==> src/design/arfs_pkg.sv <==
// Package for the aligned read filter and statistics block.
// Holds field widths, flag positions, counter indexes, class codes and the update struct.
// Depends on nothing.
`default_nettype none

package arfs_pkg;

  localparam int unsigned NumCounters = 14;
  localparam int unsigned SelWidth    = 4;
  localparam int unsigned FlagWidth   = 16;
  localparam int unsigned RefIdWidth  = 32;
  localparam int unsigned MapqWidth   = 8;
  localparam int unsigned ThrWidth    = 9;
  localparam int unsigned ValueWidth  = 48;
  localparam int unsigned ClassWidth  = 2;
  localparam int unsigned CfgWidth    = 32;

  localparam logic [ThrWidth-1:0]   ThrReset  = 9'd10;
  localparam logic [RefIdWidth-1:0] MitoReset = 32'hFFFF_FFFE;

  localparam logic CfgIdxThreshold = 1'b0;
  localparam logic CfgIdxMitoId    = 1'b1;

  localparam logic ReqClassify = 1'b0;
  localparam logic ReqReadback = 1'b1;

  localparam int unsigned FlPaired  = 0;
  localparam int unsigned FlProper  = 1;
  localparam int unsigned FlUnmap   = 2;
  localparam int unsigned FlMunmap  = 3;
  localparam int unsigned FlReverse = 4;
  localparam int unsigned FlRead1   = 6;
  localparam int unsigned FlRead2   = 7;
  localparam int unsigned FlSecond  = 8;
  localparam int unsigned FlQcfail  = 9;
  localparam int unsigned FlSuppl   = 11;

  localparam int unsigned CReads   = 0;
  localparam int unsigned CMapped  = 1;
  localparam int unsigned CPairmap = 2;
  localparam int unsigned CPairall = 3;
  localparam int unsigned CProper  = 4;
  localparam int unsigned CSgltn   = 5;
  localparam int unsigned CRead1   = 6;
  localparam int unsigned CRead2   = 7;
  localparam int unsigned CDiffchr = 8;
  localparam int unsigned CPstrand = 9;
  localparam int unsigned CMstrand = 10;
  localparam int unsigned CQual    = 11;
  localparam int unsigned CMito    = 12;
  localparam int unsigned CUsable  = 13;

  localparam logic [ClassWidth-1:0] ClsUsable = 2'd0;
  localparam logic [ClassWidth-1:0] ClsMito   = 2'd1;
  localparam logic [ClassWidth-1:0] ClsFilt   = 2'd2;

  typedef struct packed {
    logic [NumCounters-1:0] inc;
    logic [ClassWidth-1:0]  cls;
  } arfs_upd_t;

endpackage

`default_nettype wire

==> src/design/arfs_req_if.sv <==
// Request channel of the aligned read filter: valid, ready and one read record.
// Depends on arfs_pkg.
`default_nettype none

interface arfs_req_if
  import arfs_pkg::*;
();
  logic                         valid;
  logic                         ready;
  logic                         req_type;
  logic [FlagWidth-1:0]         sam_flags;
  logic signed [RefIdWidth-1:0] reference_id;
  logic signed [RefIdWidth-1:0] mate_reference_id;
  logic [MapqWidth-1:0]         mapping_quality;
  logic [SelWidth-1:0]          counter_select;

  modport source (
    output valid, req_type, sam_flags, reference_id, mate_reference_id,
           mapping_quality, counter_select,
    input  ready
  );
  modport sink (
    input  valid, req_type, sam_flags, reference_id, mate_reference_id,
           mapping_quality, counter_select,
    output ready
  );
endinterface

`default_nettype wire

==> src/design/arfs_res_if.sv <==
// Result channel of the aligned read filter: valid, ready, read class and counter value.
// Depends on arfs_pkg.
`default_nettype none

interface arfs_res_if
  import arfs_pkg::*;
();
  logic                  valid;
  logic                  ready;
  logic [ClassWidth-1:0] read_class;
  logic [ValueWidth-1:0] counter_value;

  modport source (output valid, read_class, counter_value, input ready);
  modport sink (input valid, read_class, counter_value, output ready);
endinterface

`default_nettype wire

==> src/design/arfs_classify.sv <==
// Read classifier: decodes flags, reference ids and mapping quality into a class
// and the set of counters to increment. Depends on arfs_pkg.
`default_nettype none

module arfs_classify
  import arfs_pkg::*;
(
  input  wire logic                  req_type_i,
  input  wire logic [FlagWidth-1:0]  sam_flags_i,
  input  wire logic [RefIdWidth-1:0] reference_id_i,
  input  wire logic [RefIdWidth-1:0] mate_reference_id_i,
  input  wire logic [MapqWidth-1:0]  mapping_quality_i,
  input  wire logic [ThrWidth-1:0]   quality_threshold_i,
  input  wire logic [RefIdWidth-1:0] mito_reference_id_i,
  output arfs_upd_t                  upd_o
);

  logic filt;
  logic mito;
  logic qual;
  logic paired;

  always_comb begin
    filt   = sam_flags_i[FlQcfail] | sam_flags_i[FlSecond] |
             sam_flags_i[FlSuppl] | sam_flags_i[FlUnmap];
    mito   = (reference_id_i == mito_reference_id_i);
    qual   = ({1'b0, mapping_quality_i} >= quality_threshold_i);
    paired = sam_flags_i[FlPaired];

    upd_o.inc = '0;
    upd_o.cls = ClsUsable;

    if (req_type_i == ReqClassify) begin
      upd_o.inc[CReads] = 1'b1;
      if (filt) begin
        upd_o.cls = ClsFilt;
      end else begin
        upd_o.inc[CMito]    = mito;
        upd_o.inc[CMapped]  = 1'b1;
        upd_o.inc[CMstrand] = sam_flags_i[FlReverse];
        upd_o.inc[CPstrand] = ~sam_flags_i[FlReverse];
        upd_o.inc[CQual]    = qual;
        upd_o.inc[CPairall] = paired;
        upd_o.inc[CProper]  = paired & sam_flags_i[FlProper];
        upd_o.inc[CRead1]   = paired & sam_flags_i[FlRead1];
        upd_o.inc[CRead2]   = paired & ~sam_flags_i[FlRead1] & sam_flags_i[FlRead2];
        upd_o.inc[CSgltn]   = paired & sam_flags_i[FlMunmap];
        upd_o.inc[CPairmap] = paired & ~sam_flags_i[FlMunmap];
        upd_o.inc[CDiffchr] = paired & ~sam_flags_i[FlMunmap] &
                              (mate_reference_id_i != reference_id_i);
        if (!qual) begin
          upd_o.cls = ClsFilt;
        end else if (mito) begin
          upd_o.cls = ClsMito;
        end
      end
      upd_o.inc[CUsable] = (upd_o.cls == ClsUsable);
    end
  end

endmodule

`default_nettype wire

==> src/design/arfs_counters.sv <==
// Bank of fourteen wrapping statistics counters with one selectable read port.
// Depends on arfs_pkg.
`default_nettype none

module arfs_counters
  import arfs_pkg::*;
#(
  parameter int unsigned COUNTER_WIDTH = 48
) (
  input  wire logic                   clk_i,
  input  wire logic                   rst_ni,
  input  wire logic [NumCounters-1:0] inc_i,
  input  wire logic [SelWidth-1:0]    sel_i,
  output logic      [ValueWidth-1:0]  value_o
);

  logic [COUNTER_WIDTH-1:0] cnt_q [NumCounters];
  logic [63:0]              rd_wide;

  always_ff @(posedge clk_i or negedge rst_ni) begin
    if (!rst_ni) begin
      for (int i = 0; i < NumCounters; i++) begin
        cnt_q[i] <= '0;
      end
    end else begin
      for (int i = 0; i < NumCounters; i++) begin
        if (inc_i[i]) begin
          cnt_q[i] <= cnt_q[i] + COUNTER_WIDTH'(1);
        end
      end
    end
  end

  always_comb begin
    rd_wide = '0;
    if (sel_i < SelWidth'(NumCounters)) begin
      rd_wide = 64'(cnt_q[sel_i]);
    end
    value_o = rd_wide[ValueWidth-1:0];
  end

endmodule

`default_nettype wire

==> src/design/aligned_read_filter_stats.sv <==
// Top level of the aligned read filter and statistics block.
// Depends on arfs_pkg, arfs_req_if, arfs_res_if, arfs_classify and arfs_counters.
//
// Requests arrive on req_i. A classify request carries the SAM flags, reference
// id, mate reference id and mapping quality of one read; the block returns its
// class (usable, mitochondrial or filtered) and bumps the statistics counters.
// A readback request returns the counter chosen by counter_select; selects 14
// and 15 return zero. Every request gives exactly one result on res_o.
// The configuration port writes the quality threshold (index 0) and the
// mitochondrial reference id (index 1). The user must write them only while
// the block is idle; the block itself does not enforce this. The result is
// registered: it enters the output register at the edge that takes the request.
// Throughput is one request per cycle unless the receiver stalls. The counters
// update at the accepting edge, so a readback sees every earlier classify request.
// When the receiver stalls the output register holds its result and req_i
// stays ready only while that register is free or being emptied.
// Reset clears all counters, sets the threshold to 10 and the mitochondrial id
// to -2, and empties the output register.
`default_nettype none

module aligned_read_filter_stats
  import arfs_pkg::*;
#(
  parameter int unsigned COUNTER_WIDTH = 48
) (
  input  wire logic                clk_i,
  input  wire logic                rst_ni,
  arfs_req_if.sink                 req_i,
  arfs_res_if.source               res_o,
  input  wire logic                cfg_we_i,
  input  wire logic                cfg_index_i,
  input  wire logic [CfgWidth-1:0] cfg_wdata_i
);

  logic [ThrWidth-1:0]   thr_q;
  logic [RefIdWidth-1:0] mito_q;
  logic                  valid_q;
  logic [ClassWidth-1:0] class_q, class_d;
  logic [ValueWidth-1:0] value_q, value_d;
  logic                  accept;
  arfs_upd_t             upd;
  logic [ValueWidth-1:0] rd_value;

  assign req_i.ready = ~valid_q | res_o.ready;
  assign accept      = req_i.valid & req_i.ready;

  arfs_classify u_classify (
    .req_type_i          (req_i.req_type),
    .sam_flags_i         (req_i.sam_flags),
    .reference_id_i      (req_i.reference_id),
    .mate_reference_id_i (req_i.mate_reference_id),
    .mapping_quality_i   (req_i.mapping_quality),
    .quality_threshold_i (thr_q),
    .mito_reference_id_i (mito_q),
    .upd_o               (upd)
  );

  arfs_counters #(
    .COUNTER_WIDTH (COUNTER_WIDTH)
  ) u_counters (
    .clk_i   (clk_i),
    .rst_ni  (rst_ni),
    .inc_i   (upd.inc & {NumCounters{accept}}),
    .sel_i   (req_i.counter_select),
    .value_o (rd_value)
  );

  always_comb begin
    class_d = upd.cls;
    value_d = (req_i.req_type == ReqReadback) ? rd_value : '0;
  end

  always_ff @(posedge clk_i or negedge rst_ni) begin
    if (!rst_ni) begin
      thr_q  <= ThrReset;
      mito_q <= MitoReset;
    end else if (cfg_we_i) begin
      case (cfg_index_i)
        CfgIdxThreshold: thr_q  <= cfg_wdata_i[ThrWidth-1:0];
        CfgIdxMitoId:    mito_q <= cfg_wdata_i[RefIdWidth-1:0];
        default: begin
        end
      endcase
    end
  end

  always_ff @(posedge clk_i or negedge rst_ni) begin
    if (!rst_ni) begin
      valid_q <= 1'b0;
    end else if (req_i.ready) begin
      valid_q <= req_i.valid;
    end
  end

  always_ff @(posedge clk_i) begin
    if (accept) begin
      class_q <= class_d;
      value_q <= value_d;
    end
  end

  assign res_o.valid         = valid_q;
  assign res_o.read_class    = class_q;
  assign res_o.counter_value = value_q;

endmodule

`default_nettype wire

==> src/flat_wrapper.sv <==
// flat-port wrapper written by rule: the top's interface ports become plain ports
module aligned_read_filter_stats_flat import arfs_pkg::*;
#(
  parameter int unsigned COUNTER_WIDTH = 48
)
  (clk_i, rst_ni, cfg_we_i, cfg_index_i, cfg_wdata_i, req_i_valid, req_i_req_type, req_i_sam_flags, req_i_reference_id, req_i_mate_reference_id, req_i_mapping_quality, req_i_counter_select, req_i_ready, res_o_valid, res_o_read_class, res_o_counter_value, res_o_ready);
  arfs_req_if req_i_i ();
  arfs_res_if res_o_i ();
  input  wire logic clk_i;
  input  wire logic rst_ni;
  input  wire logic cfg_we_i;
  input  wire logic cfg_index_i;
  input  wire logic [CfgWidth-1:0] cfg_wdata_i;
  input wire logic [$bits(req_i_i.valid)-1:0] req_i_valid;
  input wire logic [$bits(req_i_i.req_type)-1:0] req_i_req_type;
  input wire logic [$bits(req_i_i.sam_flags)-1:0] req_i_sam_flags;
  input wire logic [$bits(req_i_i.reference_id)-1:0] req_i_reference_id;
  input wire logic [$bits(req_i_i.mate_reference_id)-1:0] req_i_mate_reference_id;
  input wire logic [$bits(req_i_i.mapping_quality)-1:0] req_i_mapping_quality;
  input wire logic [$bits(req_i_i.counter_select)-1:0] req_i_counter_select;
  output wire logic [$bits(req_i_i.ready)-1:0] req_i_ready;
  output wire logic [$bits(res_o_i.valid)-1:0] res_o_valid;
  output wire logic [$bits(res_o_i.read_class)-1:0] res_o_read_class;
  output wire logic [$bits(res_o_i.counter_value)-1:0] res_o_counter_value;
  input wire logic [$bits(res_o_i.ready)-1:0] res_o_ready;
  assign req_i_i.valid = req_i_valid;
  assign req_i_i.req_type = req_i_req_type;
  assign req_i_i.sam_flags = req_i_sam_flags;
  assign req_i_i.reference_id = req_i_reference_id;
  assign req_i_i.mate_reference_id = req_i_mate_reference_id;
  assign req_i_i.mapping_quality = req_i_mapping_quality;
  assign req_i_i.counter_select = req_i_counter_select;
  assign req_i_ready = req_i_i.ready;
  assign res_o_valid = res_o_i.valid;
  assign res_o_read_class = res_o_i.read_class;
  assign res_o_counter_value = res_o_i.counter_value;
  assign res_o_i.ready = res_o_ready;
  aligned_read_filter_stats #(.COUNTER_WIDTH(COUNTER_WIDTH)) u_core (.clk_i(clk_i), .rst_ni(rst_ni), .req_i(req_i_i), .res_o(res_o_i), .cfg_we_i(cfg_we_i), .cfg_index_i(cfg_index_i), .cfg_wdata_i(cfg_wdata_i));
endmodule
==> config.mk <==
export PLATFORM = sky130hd
export DESIGN_NAME = aligned_read_filter_stats_flat
export DESIGN_NICKNAME = d
export VERILOG_FILES = /design/src/design/arfs_pkg.sv /design/src/design/arfs_req_if.sv /design/src/design/arfs_res_if.sv /design/src/design/arfs_classify.sv /design/src/design/arfs_counters.sv /design/src/design/aligned_read_filter_stats.sv /design/src/flat_wrapper.sv
export SDC_FILE = /design/constraint.sdc
export NUM_CORES = 2
export LEC_CHECK = 0
export BUFFER_PORTS_ARGS = -buffer_cell sky130_fd_sc_hd__buf_2
export CORE_UTILIZATION = 46
export CTS_CLUSTER_DIAMETER = 60
export DETAILED_ROUTE_END_ITERATION = 8
export PLACE_DENSITY = 0.7
export SLEW_MARGIN = 20
export SYNTH_ARGS = -nofsm -noshare
export SYNTH_HDL_FRONTEND = slang
export SYNTH_SLANG_ARGS = --single-unit
==> constraint.sdc <==
create_clock -name clk_i -period 3.25 [get_ports clk_i]
set_input_delay 0.325 -clock clk_i [delete_from_list [all_inputs] [get_ports clk_i]]
set_output_delay 0.325 -clock clk_i [all_outputs]
set_load 0.02 [all_outputs]
Word-level counts from Yosys, hierarchy flattened

Cells that the tools add are included.

Register bits: 764
Bits in latches: 0
Bits in writable memories: 0
ROM bits: 0
Input port bits: 131
Output and inout bits: 52
Word-level logic and storage cells: 70
Memories kept: 0

Add/subtract/negate cells: 14
Multipliers: 0
Div/mod/pow operators: 0
Order comparisons: 3
Eq/ne operators: 2
Shifts and indexed selects: 0
Mux-type cells: 9
Bitwise operators: 19
Reductions and logical operators: 4

Operator list:

| kind                    | count |
|---|---|
| $add A48 B1 Y48 const B | 14 |
| $bmux W48 S4            | 1 |
| $mux W48                | 2 |
| $eq A32 B32 Y1          | 1 |
| $ne A32 B32 Y1          | 1 |
| $mux W16                | 1 |
| $and A14 B14 Y14        | 1 |
| $mux W12                | 1 |
| $ge A8 B9 Y1            | 1 |
| $and A1 B1 Y1           | 8 |
| $mux W2                 | 3 |
| $reduce_and A2 Y1       | 3 |
| $ge A5 B5 Y1 const B    | 1 |
| $not A1 Y1              | 5 |
| $not A4 Y5              | 1 |
| $lt A4 B4 Y1 const B    | 1 |
| $or A1 B1 Y1            | 4 |
| $logic_not A2 Y1        | 1 |
| $mux W1                 | 1 |

Depth between registers and ports, before layout

Word-level depth: 8
Gate-level depth with buffers: 10
Gate-level depth less buffers: 8

Hierarchy

A second synthesis with hierarchy kept.

Cell total of the unflattened synthesis: 3501
Area, all modules: 39942.1 µm²

By module, submodules not included:

| module                    | instances | cells an instance | area an instance (µm²) | seq. area each (µm²) |
|---|---|---|---|---|
| arfs_counters             | 1         | 3156              | 35170.0                | 16816.1 |
| aligned_read_filter_stats | 1         | 212               | 3736.1                 | 2593.7 |
| arfs_classify             | 1         | 133               | 1036.0                 | 0.0 |

Least setup slack after synthesis

OpenSTA, ideal clock, no wires.

Kind: reg2reg
From: register u_core.valid_q, in the netlist u_core.res_o.valid
To: register u_core.value_q[0], in the netlist u_core.res_o.counter_value[0] (enable)
Library setup time: 413 ps
Arrival: 2098 ps
Data required time: 2837 ps
Path slack: 739 ps
Stages on the path, launching flop included: 4
Clock period less this slack: 2511 ps
Cell sequence: dfrtp_1 nor2b_1 clkinv_1 and2_1

Word-level cells in the longest chain between the ends: 3

Ends and longest elaborated chain:

| item                     | line                            | source |
|---|---|---|
| start: declaration       | aligned_read_filter_stats.sv:37 | `logic valid_q;` |
| start signal: assignment | aligned_read_filter_stats.sv:91 | `valid_q <= req_i.valid;` |
| $not A1 Y1               | aligned_read_filter_stats.sv:44 | `assign req_i.ready = ~valid_q \| res_o.ready;` |
| $or A1 B1 Y1             | aligned_read_filter_stats.sv:44 |  |
| net req_i_ready          | flat_wrapper.sv:21              | `output wire logic [$bits(req_i_i.ready)-1:0] req_i_ready;` |
| $and A1 B1 Y1            | aligned_read_filter_stats.sv:45 | `assign accept = req_i.valid & req_i.ready;` |
| net u_core.accept        | aligned_read_filter_stats.sv:40 | `logic accept;` |
| end signal: assignment   | aligned_read_filter_stats.sv:98 | `value_q <= value_d;` |
| end: declaration         | aligned_read_filter_stats.sv:39 | `logic [ValueWidth-1:0] value_q, value_d;` |

The timed path passes the listed nets, and every way through them passes these cells.
A chain may end at the register's enable or synchronous reset.

Worst setup path in the final report

From: register u_core.u_counters.cnt_q[340] in the netlist's numbering
To: register u_core.u_counters.cnt_q[364] in the netlist's numbering

Word-level cells in the longest chain between the ends: 1

Ends and longest elaborated chain:

| item                             | line                | source |
|---|---|---|
| start: declaration               | arfs_counters.sv:17 | `logic [COUNTER_WIDTH-1:0] cnt_q [NumCounters];` |
| start signal: indexed assignment | arfs_counters.sv:28 | `cnt_q[i] <= cnt_q[i] + COUNTER_WIDTH'(1);` |
| $add A48 B1 Y48                  | arfs_counters.sv:28 |  |

No other way between the ends.

==> out/metrics.sh <==
STATUS='complete, no violations'
FINISH.NET_COUNT=4060
MAXCAPVIOLATIONS=0
DIE-WIDTH_UM=297
TIMING.CLOCK.SKEW_PS=38.5
SYNTH_TOP_AREA_SHARE_PCT=42.4
WIRE_LENGTH_PER_CELL_UM=21.5
PATH_CLASS='register to register'
SYNTH-ASYNC-RESET-RATIO_PCT=93.5
IR_DROP_mV=0.356
YS_SEQ_AREA_SHARE_PCT=48.3
PLACEMENT_ROWS=107
RELSLEWSLACK_PCT=41.6
SYNTH_EDF_COUNT=50
SETUP_VIOL=0
POST_CTS.REPAIR.SETUP_BUFFERS=0
YOSYSWARNINGCOUNT=0
MAX-CLOCK-PATH-BUFFERS=3
CTS_BUFFERS=85
YS_FF_LATCH=764
WORSTMARGINPINSLEW_PS=870
PLACED_WIRE_LENGTH_ESTIMATE_AFTER_DETAILED_PLACEMENT_UM=81900
FINAL.PERIOD_UTILIZATION_PCT=83.2
CLOCK.FMAX_GHz=0.370
CP-START-KIND='register'
CORE_AREA_UM2=85800
POSTROUTEWIRELENGTH_UM=110000
VIAS_PER_CELL=5.87
SYNTH.MOST_COMMON_CELL='dfrtp_1'
FIRST_GLOBAL_VIAS=29800
CLKSINKCOUNT=764
DETAILEDROUTE.FIRSTPASSITERATIONCOUNT=5
MIN_PATH_TYPE='input port to register'
POWER.DENSITY_nW_PER_UM2=462
ROUTED_VIA_COUNT=30000
IO_BUFFERS=176
SYNTH_AREA_UM2=40200
GRT_UTIL_ALL_LAYERS_PCT=25.0
POWER_LEAKAGE_nW=20.8
CRITICAL_PATH.ENDPOINT_TYPE='register'
UTILIZATION_PCT=54.0
YOSYS.CELL_TYPES.COUNT=55
POST-ROUTE-MIN-PERIOD_PS=2700
FILL_CELLS=7302
INSTANCE_COUNT_OF_THE_MAPPED_NETLIST=3648
TIMING_MAX_TRANSITION_VIOLATIONS_FINAL=0
DRIVE_ABOVE_1_SHARE_PCT=17.1
AREA_DELTA_SYNTH_FINAL_PCT=15.3
GRT_REMAINING_OVERFLOW=0
HOLD_VIO_CNT_FINAL=0
GRT_FIRST_PASS_WIRELENGTH_UM=173000
DRT-INITIAL-DRC-COUNT=2756
START_UTIL_PCT=46.8
POST_SYNTH_MOST_FREQUENT_CELLS='dfrtp_1 (681), xnor2_1 (450), nor2_1 (286)'
HOLDBUFCOUNTCTS=34
PATH_MAX_FANOUT=11
PATH_CLK_SLEW_PS=60
CLOCK_LATENCY_PS=670
HTREE_NUM_LEVELS=3
GRT_SETUP_UNREPAIRED='no'
GRT_ANTENNA_BEFORE_REPAIR=6
GRT_START_MAX_NET_PINS=77
DRT_DRC=0
ANTENNA_VIOLATING_NETS_POST_ROUTE=0
CRIT_ARRIVAL_PS=3250
YS_DOMINANT_REG_CELL='dfrtp_1'
WORSTPATHREQUIRED_PS=3800
SETUP-TNS-FINAL_PS=0
DIE_AREA_UM2=88500
RESIZED_GATES_AFTER_CTS=0
CLK_ROOT_BUFFER_CELL='clkbuf_16'
SYNTH_AREA_LEADER_CELL='dfrtp_1'
DIEHEIGHT_UM=297
CTS_TREE='done'
YS_TOP_CELLS_BY_AREA='dfrtp_1 (42%), xnor2_1 (9.8%), mux4_2 (8.1%)'
GP_CONGESTION=0.912
SYN-NUM-NETS=3801
IOS=183
SYNTH_AREA_PER_CELL_UM2=11.0
[where the power goes]
group	internal, mW	switching (mW)
clock	5.90	4.15
sequential	9.81	0.157
combinational	0.561	0.789
total	16.3	5.10
[placed cells by master (no fill, tap or decap), types with 48 or more instances in the layout]
master	count
dfrtp_1	681
xnor2_1	450
nor2_1	286
xor2_1	272
nand2_1	257
nand3_1	235
nand4_1	231
buf_2	171
mux4_2	144
and3_1	120
inv_1	116
nor3_1	108
mux2i_1	96
buf_4	94
clkbuf_16	88
and4_1	71
nor4_1	69
edfxtp_1	50
a21oi_1	49
o22ai_1	48
[metal layers]
metal  GRT usage [%]  vias up  wire length, um
met2            37.9     1103            49500
met1            34.4    15200            46700
li1                -    13500                -
met3            7.06      222            10300
met4            8.91        6             3760
met5               0        -               40
[area by class of cell]
type | instances | area [um^2] | share of cell area, %
clock buffers | 120 | 2500 | 5.40
inverters | 117 | 439 | 0.948
repair buffers | 322 | 2340 | 5.06
multi-input cells | 2617 | 19700 | 42.6
flip-flops and latches | 764 | 19400 | 41.9
well taps | 1144 | 1430 | 3.09
diodes | 2 | 5.00 | 0.0108
clock inverters | 37 | 430 | 0.929
[stage by stage]
| step | setup slack (ps) | hold WS, ps | cells | power (mW) | cell area [um^2] |
|---|---|---|---|---|---|
| after floorplan | 739 | 29.4 | 3648 | 10.8 | 40200 |
| after global placement | 278 | 378 | 4930 | 11.4 | 43000 |
| after detailed placement | 271 | 386 | 4930 | 11.5 | 43000 |
| after CTS | 528 | 73.2 | 5121 | 21.5 | 46300 |
| after global routing | 415 | 91.3 | 5122 | 22.0 | 46300 |
| final | 546 | 76.1 | 5123 | 21.4 | 46300 |
[critical path, stage by stage (launching register included)]
cell and delay, ps:
dfrtp_1 500, nand4_1 220, or4_1 640, or3_1 620, nor2_1 350, nand3_1 140, xnor2_1 140
[flip-flops by register name, summed over array words and instances (netlist names)]
| register | count |
|---|---|
| u_core.res_o.valid | 1 |
| u_core.mito_q | 32 |
| u_core.res_o.read_class | 2 |
| u_core.u_counters.cnt_q | 672 |
| u_core.res_o.counter_value | 48 |
| u_core.thr_q | 9 |
[kinds of logic after synthesis]
family / count (synthesis) / share of synthesized area (%)
buffers and inverters: 267 / 2.59
adders and majority gates: 22 / 0.685
and+or+nand+nor: 1477 / 19.4
DFF: 764 / 48.3
AOI/OAI and AO/OA: 112 / 1.59
xor gates and xnor gates: 722 / 15.7
muxes: 284 / 11.7
[final timing paths]
check / to / from / slack, ps / cells past startpoint
hold reg to reg: u_core.u_counters.cnt_q[239]$_DFFE_PN0P_ / u_core.u_counters.cnt_q[239]$_DFFE_PN0P_ / 460 / 1
min in group asynchronous: u_core.u_counters.cnt_q[55]$_DFFE_PN0P_ / rst_ni / 310 / 2
hold / removal: u_core.u_counters.cnt_q[338]$_DFFE_PN0P_ / req_i_sam_flags[6] / 80 / 3
setup reg to reg: u_core.u_counters.cnt_q[364]$_DFFE_PN0P_ / u_core.u_counters.cnt_q[340]$_DFFE_PN0P_ / 550 / 6
max in group asynchronous: u_core.mito_q[10]$_DFFE_PN1P_ / rst_ni / 2000 / 3
setup / recovery: u_core.u_counters.cnt_q[364]$_DFFE_PN0P_ / u_core.u_counters.cnt_q[340]$_DFFE_PN0P_ / 550 / 6
Power figures use the tool's default switching activity.
